==> config.mk <==
export PLATFORM = sky130hd
export DESIGN_NAME = ctr_div_pipe
export DESIGN_NICKNAME = d
export VERILOG_FILES = /design/src/rtl/color_temperature_to_rgb_core_defines.svh /design/src/rtl/ctr_div_pipe.sv
export SDC_FILE = /design/constraint.sdc
export NUM_CORES = 1
export LEC_CHECK = 0
export BUFFER_PORTS_ARGS = -buffer_cell sky130_fd_sc_hd__buf_2
export CORE_MARGIN = 8
export CORE_UTILIZATION = 62
export DETAILED_ROUTE_END_ITERATION = 10
export PLACE_DENSITY_LB_ADDON = 0.05
export SETUP_SLACK_MARGIN = 0.4
export SLEW_MARGIN = 20
export SYNTH_ARGS = -nofsm -noshare
export SYNTH_HDL_FRONTEND = slang
export SYNTH_SLANG_ARGS = --single-unit
==> constraint.sdc <==
create_clock -name clk -period 4.25 [get_ports clk]
set_input_delay 0.425 -clock clk [delete_from_list [all_inputs] [get_ports clk]]
set_output_delay 0.425 -clock clk [all_outputs]
set_load 0.005 [all_outputs]
==> src/rtl/color_temperature_to_rgb_core_defines.svh <==
// assertion macros shared by the color temperature core
`ifndef COLOR_TEMPERATURE_TO_RGB_CORE_DEFINES_SVH
`define COLOR_TEMPERATURE_TO_RGB_CORE_DEFINES_SVH

// checked only out of reset
`define CTR_ASSERT(lbl, prop, msg) \
    lbl: assert property (@(posedge clk) disable iff (!rst_n) prop) else $error(msg);

// checked at every edge, reset included
`define CTR_ASSERT_ALWAYS(lbl, prop, msg) \
    lbl: assert property (@(posedge clk) prop) else $error(msg);

`endif

==> src/rtl/ctr_div_pipe.sv <==
// pipelined restoring divider, one quotient bit per stage, lanes share a divisor
module ctr_div_pipe #(
    parameter int LANES = 1,
    parameter int NUM_W = 16,
    parameter int DEN_W = 8,
    parameter int QUO_W = 8,
    parameter int TAG_W = 1
) (
    input  logic                        clk,
    input  logic                        rst_n,
    input  logic                        en,
    input  logic                        in_valid,
    input  logic [LANES-1:0][NUM_W-1:0] num,
    input  logic [DEN_W-1:0]            den,
    input  logic [TAG_W-1:0]            tag,
    output logic                        out_valid,
    output logic [LANES-1:0][QUO_W-1:0] quo,
    output logic [TAG_W-1:0]            tag_out
);

    logic                        vld_reg [QUO_W];
    logic [LANES-1:0][DEN_W-1:0] rem_reg [QUO_W];
    logic [LANES-1:0][QUO_W-1:0] low_reg [QUO_W];
    logic [LANES-1:0][QUO_W-1:0] quo_reg [QUO_W];
    logic [DEN_W-1:0]            den_reg [QUO_W];
    logic [TAG_W-1:0]            tag_reg [QUO_W];

    for (genvar j = 0; j < QUO_W; j++)
    begin : g_stage
        logic                        v_i;
        logic [LANES-1:0][DEN_W-1:0] rem_i;
        logic [LANES-1:0][QUO_W-1:0] low_i;
        logic [LANES-1:0][QUO_W-1:0] quo_i;
        logic [DEN_W-1:0]            den_i;
        logic [TAG_W-1:0]            tag_i;
        logic [LANES-1:0][DEN_W-1:0] rem_next;
        logic [LANES-1:0][QUO_W-1:0] low_next;
        logic [LANES-1:0][QUO_W-1:0] quo_next;

        // stage inputs: the operands or the previous stage
        if (j == 0)
        begin : g_first
            always_comb
            begin
                v_i   = in_valid;
                den_i = den;
                tag_i = tag;
                quo_i = '0;
                for (int l = 0; l < LANES; l++)
                begin
                    rem_i[l] = DEN_W'(num[l] >> QUO_W);
                    low_i[l] = num[l][QUO_W-1:0];
                end
            end
        end
        else
        begin : g_next
            always_comb
            begin
                v_i   = vld_reg[j-1];
                den_i = den_reg[j-1];
                tag_i = tag_reg[j-1];
                rem_i = rem_reg[j-1];
                low_i = low_reg[j-1];
                quo_i = quo_reg[j-1];
            end
        end

        // bring down one bit, subtract when it fits
        always_comb
        begin
            logic [DEN_W:0] t;
            logic           ge;
            for (int l = 0; l < LANES; l++)
            begin
                t           = {rem_i[l], low_i[l][QUO_W-1]};
                ge          = (t >= {1'b0, den_i});
                rem_next[l] = ge ? DEN_W'(t - {1'b0, den_i}) : t[DEN_W-1:0];
                low_next[l] = low_i[l] << 1;
                quo_next[l] = {quo_i[l][QUO_W-2:0], ge};
            end
        end

        always_ff @(posedge clk or negedge rst_n)
        begin
            if (!rst_n)
            begin
                vld_reg[j] <= 1'b0;
            end
            else if (en)
            begin
                vld_reg[j] <= v_i;
            end
        end

        always_ff @(posedge clk)
        begin
            if (en)
            begin
                rem_reg[j] <= rem_next;
                low_reg[j] <= low_next;
                quo_reg[j] <= quo_next;
                den_reg[j] <= den_i;
                tag_reg[j] <= tag_i;
            end
        end
    end

    assign out_valid = vld_reg[QUO_W-1];
    assign quo       = quo_reg[QUO_W-1];
    assign tag_out   = tag_reg[QUO_W-1];

endmodule

# Yosys cells after proc, flatten, opt, wreduce, memory -nomap -nowiden
# Memories as Yosys holds them, arrays and structs flattened.
# Index checks and enable logic that the tools add are counted.
[totals] elab_cells=39 inputBits=29 mem_bits_rw=256 ff_bits=8 output_inout_bits=10 mem_count=5
[op_classes] add_sub_neg=8 n_lt_le_gt_ge=8 n_mux=10
[memory_table] memory="den_reg" depth=8 width=8 rd=7 rd_clocked_by_memory_dff=0 wr=8 line_no="ctr_div_pipe.sv:25" source="logic [DEN_W-1:0] den_reg [QUO_W];"
[memory_table] memory="quo_reg" depth=8 width=8 rd=8 rd_clocked_by_memory_dff=0 wr=8 line_no="ctr_div_pipe.sv:24" source="logic [LANES-1:0][QUO_W-1:0] quo_reg [QUO_W];"
[memory_table] memory="rem_reg" depth=8 width=8 rd=7 rd_clocked_by_memory_dff=0 wr=8 line_no="ctr_div_pipe.sv:22" source="logic [LANES-1:0][DEN_W-1:0] rem_reg [QUO_W];"
[memory_table] memory="low_reg" depth=8 width=7 rd=7 rd_clocked_by_memory_dff=0 wr=8 line_no="ctr_div_pipe.sv:23" source="logic [LANES-1:0][QUO_W-1:0] low_reg [QUO_W];"
[memory_table] memory="tag_reg" depth=8 width=1 rd=8 rd_clocked_by_memory_dff=0 wr=8 line_no="ctr_div_pipe.sv:26" source="logic [TAG_W-1:0] tag_reg [QUO_W];"
[ops] cell="$ge 9x8->1" count=8
[ops] cell="$mux 8" count=8
[ops] cell="$sub 8x8->8" count=8
[ops] cell="$mux 1" count=2

# Logic depth before layout (Yosys ltp)
# Gate-level depths: netlist of run 1.
# An unclocked memory read counts as a cell.
[depth] ltp_word=3 depth_mapped=8 ltp_nobuf=8

# Least setup slack after synthesis of run 1
# OpenSTA, ideal clock, no wires.
[synth_timing] path_kind="flip-flop to flip-flop" start="memory rem_reg[5][5] (netlist bit)" end="memory rem_reg[6][2] (netlist bit), data pin" setup_ns=0.260 stages_incl_launch_ff=7 period_less_slack_ns=2.174 t_required_ns=3.990 path_slack_ns=2.076 n_path_buf=0 t_arrival_ns=1.914 path_cell_list="edfxtp_1 ha_1 a21oi_1 o21ai_1 a211o_1 a31oi_4 mux2_2"
[synth_lines] item="from (decl)" line_no="ctr_div_pipe.sv:22"

==> results of run 1 <==
## synthesized netlist by cell type, drive strengths merged (8+ instances only)
library cell	instances
dfrtp	8
a21o	15
o21a	24
ha	64
mux2i	13
nand3	8
nor3	11
o21ai	26
nor2b	16
mux2	30
edfxtp	184
inv	100
nand2	32
a21oi	28
nor2	20
xnor2	21
## routing by layer
layer | routed length (um) | track usage | vias to the layer above
li1 | - | - | 2615
met1 | 5610 | 0.151 | 2459
met2 | 8130 | 0.302 | 110
met3 | 414 | 0.0356 | 31
met4 | 488 | 0.0938 | 0
met5 | 0 | 0 | -
## logic make-up (layout without fill, tap and decap cells)
logic type	count (synthesis)	after routing	synth area share
simple gates	108	108	0.0574
buf+inv	104	172	0.0423
flops	192	192	0.618
mux	43	43	0.0505
compound gates	137	137	0.105
xor+xnor	27	27	0.0255
fa+ha+maj	71	71	0.102
## worst paths after layout
kind                                         startpoint                         end  slack, ns  depth (start not counted)
worst max-delay path            rem_reg[1][2]$_DFFE_PP_     rem_reg[2][6]$_DFFE_PP_       1.78                          6
worst min-delay path                             num[4]     low_reg[0][4]$_DFFE_PP_       0.17                          1
worst max register to register  rem_reg[1][2]$_DFFE_PP_     rem_reg[2][6]$_DFFE_PP_       1.78                          6
worst min register to register  low_reg[2][3]$_DFFE_PP_     low_reg[3][4]$_DFFE_PP_       0.42                          0
max in group asynchronous                         rst_n  g_stage[7].v_i$_DFFE_PN0P_       3.72                          2
min in group asynchronous                         rst_n  g_stage[6].v_i$_DFFE_PN0P_       0.37                          2
## repair_timing
action / CTS / global route
buffers inserted: 0 / 0
hold buffers: 1 / 0
hold endpoints to repair: 8 / 0
## metrics by stage
step / setup slack, ns / hold slack (ns)
after floorplan: 2.08 / 0.129
after global placement: 1.79 / 0.263
after detailed placement: 1.70 / 0.273
after CTS: 1.76 / 0.152
after global routing: 1.62 / 0.149
final: 1.78 / 0.171
## cell type report
type,count,share of cell area
clock buffers,17,0.0414
clock inverters,15,0.0144
inverters,100,0.0365
multi-input cells,386,0.307
flip-flops and latches,192,0.557
well taps,184,0.0224
repair buffers,40,0.0220
## power by group through the flow
| stage | registers [mW] | logic [mW] | clock network (mW) |
|---|---|---|---|
| 2_1_floorplan | 2.67 | 1.42 | 0 |
| 3_3_place_gp | 2.70 | 1.72 | 0 |
| 3_5_place_dp | 2.72 | 1.81 | 0 |
| 4_1_cts | 2.68 | 1.83 | 1.57 |
| 5_1_grt | 2.72 | 2.05 | 1.65 |
| 6_report | 2.68 | 1.83 | 1.54 |
## worst register-to-register path, stage by stage (launching register included)
cell,delay (ns)
edfxtp_1,0.42
ha_1,0.37
a21o_1,0.20
a21oi_1,0.20
a21oi_1,0.16
a21boi_2,0.47
mux2_2,0.40
==> results.yml, run 1 <==
finish:
  n_antenna_cell: 0
  fillerInstances: 991
  seq_area_um2: 5730
  drive_above_1_share: 0.145
  design_area_um2: 10300
  postLayoutCoreUtil: 0.705
  final_common_cell: "edfxtp_1"
  mostFrequentLayoutCells: "edfxtp_1 (184), inv_1 (100), ha_1 (64)"
  synthToLayoutAreaGrowth_pct: 11.0
  finalNonFillerCells: 934
  multi_input_comb_area_um2: 3150
  finalNetCount: 837
pwr:
  vdd_drop_max_uv: 318
  power_mw: 6.06
  p_sw_frac: 0.302
  power.clock.fraction: 0.255
  netSwitchingPower_mw: 1.83
  leakage_nw: 4.19
  internal_power_mw: 4.23
  p_seq_frac: 0.442
  powerDensity_nw_per_um2: 589
  combPwrFrac: 0.303
worst_setup_path:
  path_max_fanout: 8
  worstSetupPathType: "reg -> reg"
  endpoint_kind: "flip-flop"
  slowest_delay_ns: 0.47
  worstPathCellList: "ha_1 > a21o_1 > a21oi_1 > a21oi_1 > a21boi_2 > mux2_2"
  cp.required_ns: 4.43
  cpMostUsedCell: "a21oi_1"
  start_kind: "flip-flop"
  arrival_ns: 2.64
  slowest_stage: "a21boi_2"
  crit_family: "compound AO/OA/AOI/OAI gates"
  cp_num_buf_inv: 0
sta:
  fmax_mhz: 405
  skew_ns: 0.00982
  worstMarginPinSlew_ns: 0.869
  min_period_ns: 2.47
  final_hold_viol_count: 0
  rsz0062_at_grt: "false"
  finalMaxSlewViolations: 0
  setup-tns-final_ns: 0
  timing.final.crit_share: 0.581
  final-setup-viol-count: 0
  slew_headroom: 0.421
placed_design:
  dp_hpwl_mm: 10.4
  globalplace.congestion: 0.885
  port_buffers: 38
  place_inst: 901
  placedInstanceArea_um2: 9690
die:
  io_pins: 39
  dieArea_um2: 19100
  die_height_um: 138
  start_util: 0.635
  core_area_um2: 14600
  chipWidth_um: 138
  rows: 44
clock_network:
  post_cts_resized: 0
  clk_latency_ns: 0.43
  clockRootBuffer: "clkbuf_16"
  clockBufferDepth: 2
  cts-buffers-inserted: 17
  clkSinkCount: 192
  cts_tree: "yes"
  clk_pin_slew_ns: 0.07
  htree_levels: 4
job:
  drv_cap: 0
synthesis:
  ys_types: 50
  synth_area_um2: 9260
  syn_inst: 682
  postSynthAreaPerCell_um2: 13.6
  synth_seq_cells: 192
  syn_nets: 782
  synth_ff_type: "edfxtp_1"
  ys_warn_count: 0
  ys_async_sr_fraction: 0.0417
  synth_top_area_cell: "edfxtp_1"
  synth_enable_flop_cells: 184
  post-synth-top-area-fraction: 0.596
  synthTopCellsByArea: "edfxtp_1 (60%), ha_1 (8.6%), inv_1 (4.1%), mux2_2 (3.6%), dfrtp_1 (2.2%)"
  yosysSeqAreaShare: 0.618
grt:
  grt_max_degree: 98
  grt_pass1_wl_mm: 24.6
  grt_overflow_total: 0
  grt_pass1_vias: 5553
  grtUsageTotal: 0.158
  antenna_found_initial: 0
detailed_routing:
  drc: 0
  drtIter0Drc: 388
  totalWireLength_mm: 14.6
  dr.pass1.iters: 5
  wl_per_cell_um: 15.7
  vias_per_cell: 5.58
  vias: 5215
  antenna_left: 0
status:
  outcome: "finished, final reports clean"
worst_hold_path:
  min_path_type: "in -> reg"
(Power assumes the default switching activity.)
==> inputs of run 2 (changes only) <==
==> constraint.sdc (replaced) <==
create_clock -name clk -period 2.4 [get_ports clk]
set_input_delay 0.24 -clock clk [delete_from_list [all_inputs] [get_ports clk]]
set_output_delay 0.24 -clock clk [all_outputs]
set_load 0.005 [all_outputs]
==> results.yml, run 2 (synthesis results as in run 1) <==
worst_setup_path:
  endpoint_kind: "flip-flop"
  worstSetupPathType: "reg -> reg"
  rr_worst_depth: 7
  path_max_fanout: 6
  slowest_stage: "edfxtp_1"
  r2r-start: "den_reg[5][6]$_DFFE_PP_"
  cp.required_ns: 2.58
  arrival_ns: 2.35
  start_kind: "flip-flop"
  cpMostUsedCell: "nor2_1"
  r2r_end: "rem_reg[6][4]$_DFFE_PP_"
  slowest_delay_ns: 0.41
  cp_num_buf_inv: 1
  crit_family: "compound AO/OA/AOI/OAI gates"
  reg2reg_slack_ns: 0.23
  worstPathCellList: "inv_2 > ha_4 > nor2_1 > nor2_1 > a211o_1 > a31oi_4 > mux2_4"
worst_hold_path:
  hold_start: "den[1]"
  hold_depth: 1
  min_path_type: "in -> reg"
  min_to: "den_reg[0][1]$_DFFE_PP_"
die:
  core_area_um2: 14600
  rows: 44
  dieArea_um2: 19100
  chipWidth_um: 138
  io_pins: 39
  die_height_um: 138
  start_util: 0.635
sta:
  skew_ns: 0.0101
  finalMaxSlewViolations: 0
  worstMarginPinSlew_ns: 0.432
  setup-tns-final_ns: 0
  final_hold_viol_count: 0
  rsz0062_at_grt: "true"
  fmax_mhz: 462
  timing.final.crit_share: 0.903
  min_period_ns: 2.17
  final-setup-viol-count: 0
  slew_headroom: 0.704
detailed_routing:
  dr.pass1.iters: 6
  drtIter0Drc: 306
  vias: 5853
  totalWireLength_mm: 18.0
  drc: 0
  wl_per_cell_um: 17.6
  antenna_left: 0
  vias_per_cell: 5.71
clock_network:
  clkSinkCount: 192
  cts_tree: "yes"
  clockBufferDepth: 2
  clk_latency_ns: 0.43
  clk_pin_slew_ns: 0.07
  clockRootBuffer: "clkbuf_16"
  htree_levels: 4
  cts-buffers-inserted: 17
pwr:
  p_seq_frac: 0.394
  power.clock.fraction: 0.214
  netSwitchingPower_mw: 3.79
  p_sw_frac: 0.308
  internal_power_mw: 8.52
  combPwrFrac: 0.392
  powerDensity_nw_per_um2: 1040
  vdd_drop_max_uv: 516
  leakage_nw: 4.76
grt:
  antenna_found_initial: 0
  grt_pass1_vias: 6102
  grt_overflow_total: 0
  grt_max_degree: 69
  grtUsageTotal: 0.181
  grt_pass1_wl_mm: 27.9
finish:
  synthToLayoutAreaGrowth_pct: 28.4
  mostFrequentLayoutCells: "edfxtp_1 (184), inv_1 (76), buf_4 (60)"
  postLayoutCoreUtil: 0.815
  finalNetCount: 928
  finalNonFillerCells: 1025
  n_antenna_cell: 0
  final_common_cell: "edfxtp_1"
  drive_above_1_share: 0.345
status:
  outcome: "finished, final reports clean"
placed_design:
  globalplace.congestion: 0.876
  dp_hpwl_mm: 11.4
  port_buffers: 38
  place_inst: 911
job:
  drv_cap: 0
## run 2: cell types whose count changed in the layout (fill, tap and decap cells not counted), sizes merged
cell and delta:
clkbuf +1, clkinvlp -1, dlygate4sd3 +15, buf +76
inv -2, bufinv -1, clkinv +3
## run 2: cell type report
cell class	count	area, um2
Clock buffer	18	429
Clock inverter	14	126
Fill cell	738	2690
Inverter	100	378
Multi-Input combinational cell	386	3950
Sequential cell	192	5730
Tap cell	184	230
Timing Repair Buffer	131	1060
## run 2: how the worst max path moves through the flow
stage                            start                 endpoint  depth (start not counted)
3_3_place_gp   den_reg[5][1]$_DFFE_PP_  rem_reg[6][3]$_DFFE_PP_                          7
3_5_place_dp   den_reg[5][1]$_DFFE_PP_  rem_reg[6][4]$_DFFE_PP_                          7
2_1_floorplan  rem_reg[5][4]$_DFFE_PP_  rem_reg[6][2]$_DFFE_PP_                          7
6_report       den_reg[5][6]$_DFFE_PP_  rem_reg[6][4]$_DFFE_PP_                          7
4_1_cts        rem_reg[5][5]$_DFFE_PP_  rem_reg[6][4]$_DFFE_PP_                          6
5_1_grt        rem_reg[5][5]$_DFFE_PP_  rem_reg[6][7]$_DFFE_PP_                          6
## run 2: through the flow
step / worst slack [ns] / power, mW / hold slack, ns / instance area [um2]
2_1_floorplan: 0.310 / 7.69 / -0.0556 / 9610
3_3_place_gp: 0.188 / 8.34 / 0.0796 / 10100
3_5_place_dp: 0.0679 / 8.58 / 0.0896 / 10100
4_1_cts: 0.233 / 11.8 / 0.000438 / 11500
5_1_grt: 0.178 / 12.9 / 0.0246 / 11900
6_report: 0.234 / 12.3 / 0.0386 / 11900
## run 2: metal layers
layer / part of all wire / global-route usage
met2: 0.57 / 0.354
met1: 0.36 / 0.165
met5: 0 / 0
met3: 0.029 / 0.0452
met4: 0.039 / 0.0984
## run 2: timing repair
item                       4_1_cts  5_1_grt
hold endpoints to repair        22        1
pin swaps                       43       34
setup endpoints to repair       40       45
setup buffers                   44       22
hold buffers                    15        1
resized for setup               70       37
## run 2: power groups by stage
stage | Clock (mW) | Sequential, mW | Combinational [mW]
2_1_floorplan | 0 | 4.79 | 2.90
3_3_place_gp | 0 | 4.85 | 3.49
3_5_place_dp | 0 | 4.89 | 3.69
4_1_cts | 2.68 | 4.84 | 4.32
5_1_grt | 2.80 | 4.91 | 5.18
6_report | 2.64 | 4.85 | 4.83
## run 2: worst reg2reg max path, stage by stage (launching register included)
cell      delay [ns]
edfxtp_1        0.41
inv_2           0.09
ha_4            0.22
nor2_1          0.09
nor2_1          0.09
a211o_1         0.36
a31oi_4         0.33
mux2_4          0.33
==> inputs of run 3 (changes only) <==
--- a/config.mk
+++ b/config.mk
@@ -10,8 +10,10 @@
 export CORE_UTILIZATION = 62
 export DETAILED_ROUTE_END_ITERATION = 10
 export PLACE_DENSITY_LB_ADDON = 0.05
+export REMOVE_ABC_BUFFERS = 1
 export SETUP_SLACK_MARGIN = 0.4
 export SLEW_MARGIN = 20
 export SYNTH_ARGS = -nofsm -noshare
 export SYNTH_HDL_FRONTEND = slang
 export SYNTH_SLANG_ARGS = --single-unit
+export TNS_END_PERCENT = 100
==> results.yml, run 3 (synthesis results as in run 1) <==
clock_network:
  cts_tree: "yes"
  cts-buffers-inserted: 17
  clkSinkCount: 192
  clk_pin_slew_ns: 0.07
  htree_levels: 4
  clockBufferDepth: 2
  clk_latency_ns: 0.43
  clockRootBuffer: "clkbuf_16"
detailed_routing:
  totalWireLength_mm: 19.0
  antenna_left: 0
  drc: 0
  drtIter0Drc: 344
  vias: 5892
  vias_per_cell: 5.71
  wl_per_cell_um: 18.4
  dr.pass1.iters: 5
worst_setup_path:
  crit_family: "compound AO/OA/AOI/OAI gates"
  endpoint_kind: "flip-flop"
  slowest_delay_ns: 0.41
  worstPathCellList: "inv_2 > ha_4 > a21oi_2 > o21ai_1 > a211o_1 > a31oi_4 > buf_6 > mux2_4"
  arrival_ns: 2.36
  path_max_fanout: 4
  cp_num_buf_inv: 2
  worstSetupPathType: "reg -> reg"
  cp.required_ns: 2.58
  slowest_stage: "edfxtp_1"
  start_kind: "flip-flop"
die:
  chipWidth_um: 138
  io_pins: 39
  die_height_um: 138
  rows: 44
  core_area_um2: 14600
  dieArea_um2: 19100
  start_util: 0.635
finish:
  n_antenna_cell: 0
  finalNetCount: 934
  mostFrequentLayoutCells: "edfxtp_1 (184), inv_1 (79), buf_4 (62)"
  finalNonFillerCells: 1031
  postLayoutCoreUtil: 0.814
  drive_above_1_share: 0.345
  final_common_cell: "edfxtp_1"
  synthToLayoutAreaGrowth_pct: 28.2
  fillerInstances: 756
pwr:
  vdd_drop_max_uv: 612
  powerDensity_nw_per_um2: 1060
  leakage_nw: 4.79
worst_hold_path:
  min_path_type: "in -> reg"
sta:
  final-setup-viol-count: 0
  skew_ns: 0.00809
  min_period_ns: 2.18
  slew_headroom: 0.698
  setup-tns-final_ns: 0
  rsz0062_at_grt: "true"
  final_hold_viol_count: 0
  fmax_mhz: 459
  timing.final.crit_share: 0.907
  finalMaxSlewViolations: 0
  worstMarginPinSlew_ns: 0.449
placed_design:
  place_inst: 912
  globalplace.congestion: 0.872
  dp_hpwl_mm: 11.3
  port_buffers: 38
grt:
  antenna_found_initial: 0
  grt_overflow_total: 0
  grt_max_degree: 70
  grt_pass1_vias: 6172
  grt_pass1_wl_mm: 29.0
  grtUsageTotal: 0.188
job:
  drv_cap: 0
status:
  outcome: "finished, final reports clean"
## run 3: final timing paths
check / from / to / slack [ns] / depth (start not counted)
setup / recovery: den_reg[5][6]$_DFFE_PP_ / rem_reg[6][3]$_DFFE_PP_ / 0.22 / 8
hold / removal: den[1] / den_reg[0][1]$_DFFE_PP_ / 0.03 / 1
setup reg to reg: den_reg[5][6]$_DFFE_PP_ / rem_reg[6][3]$_DFFE_PP_ / 0.22 / 8
hold reg to reg: quo_reg[1][9]$_DFFE_PP_ / quo_reg[1][18]$_DFFE_PP_ / 0.42 / 0
max in group asynchronous: rst_n / out_valid$_DFFE_PN0P_ / 2.02 / 2
min in group asynchronous: rst_n / g_stage[7].v_i$_DFFE_PN0P_ / 0.21 / 2
## run 3: repair_timing
action	in CTS	in global routing
gates resized for setup	116	37
cloned	0	1
endpoints found under the setup margin	41	43
endpoints found under the hold margin	23	0
pin swaps	51	28
setup buffers	41	29
hold buffers	16	0
## run 3: routing by layer
metal	GRT usage	part of all wire	vias up
li1	-	-	2797
met1	0.176	0.36	2887
met2	0.357	0.56	139
met3	0.0408	0.030	69
met4	0.129	0.050	0
met5	0	0	-
## run 3: power breakdown
part	total (mW)	switching [mW]	internal, mW
clock	2.71	1.22	1.49
combinational	4.99	2.29	2.69
sequential	4.85	0.350	4.50
total	12.6	3.86	8.69
## run 3: cell type report
type | count | area [um2] | share of cell area
Clock buffer | 23 | 500 | 0.0421
Sequential cell | 192 | 5730 | 0.482
Clock inverter | 9 | 68.8 | 0.00579
Inverter | 100 | 375 | 0.0316
Timing Repair Buffer | 137 | 1100 | 0.0930
Multi-Input combinational cell | 386 | 3870 | 0.326
Tap cell | 184 | 230 | 0.0194
## run 3: through the flow
step	worst slack, ns	hold slack, ns	power [mW]	cell area, um2
floorplan	0.226	-0.0556	7.24	9250
global placement	0.124	0.0810	7.94	9800
detailed placement	0.0445	0.0988	8.12	9800
CTS	0.271	0.0206	11.9	11500
global route	0.170	0.0199	13.1	11900
finish	0.222	0.0345	12.6	11900
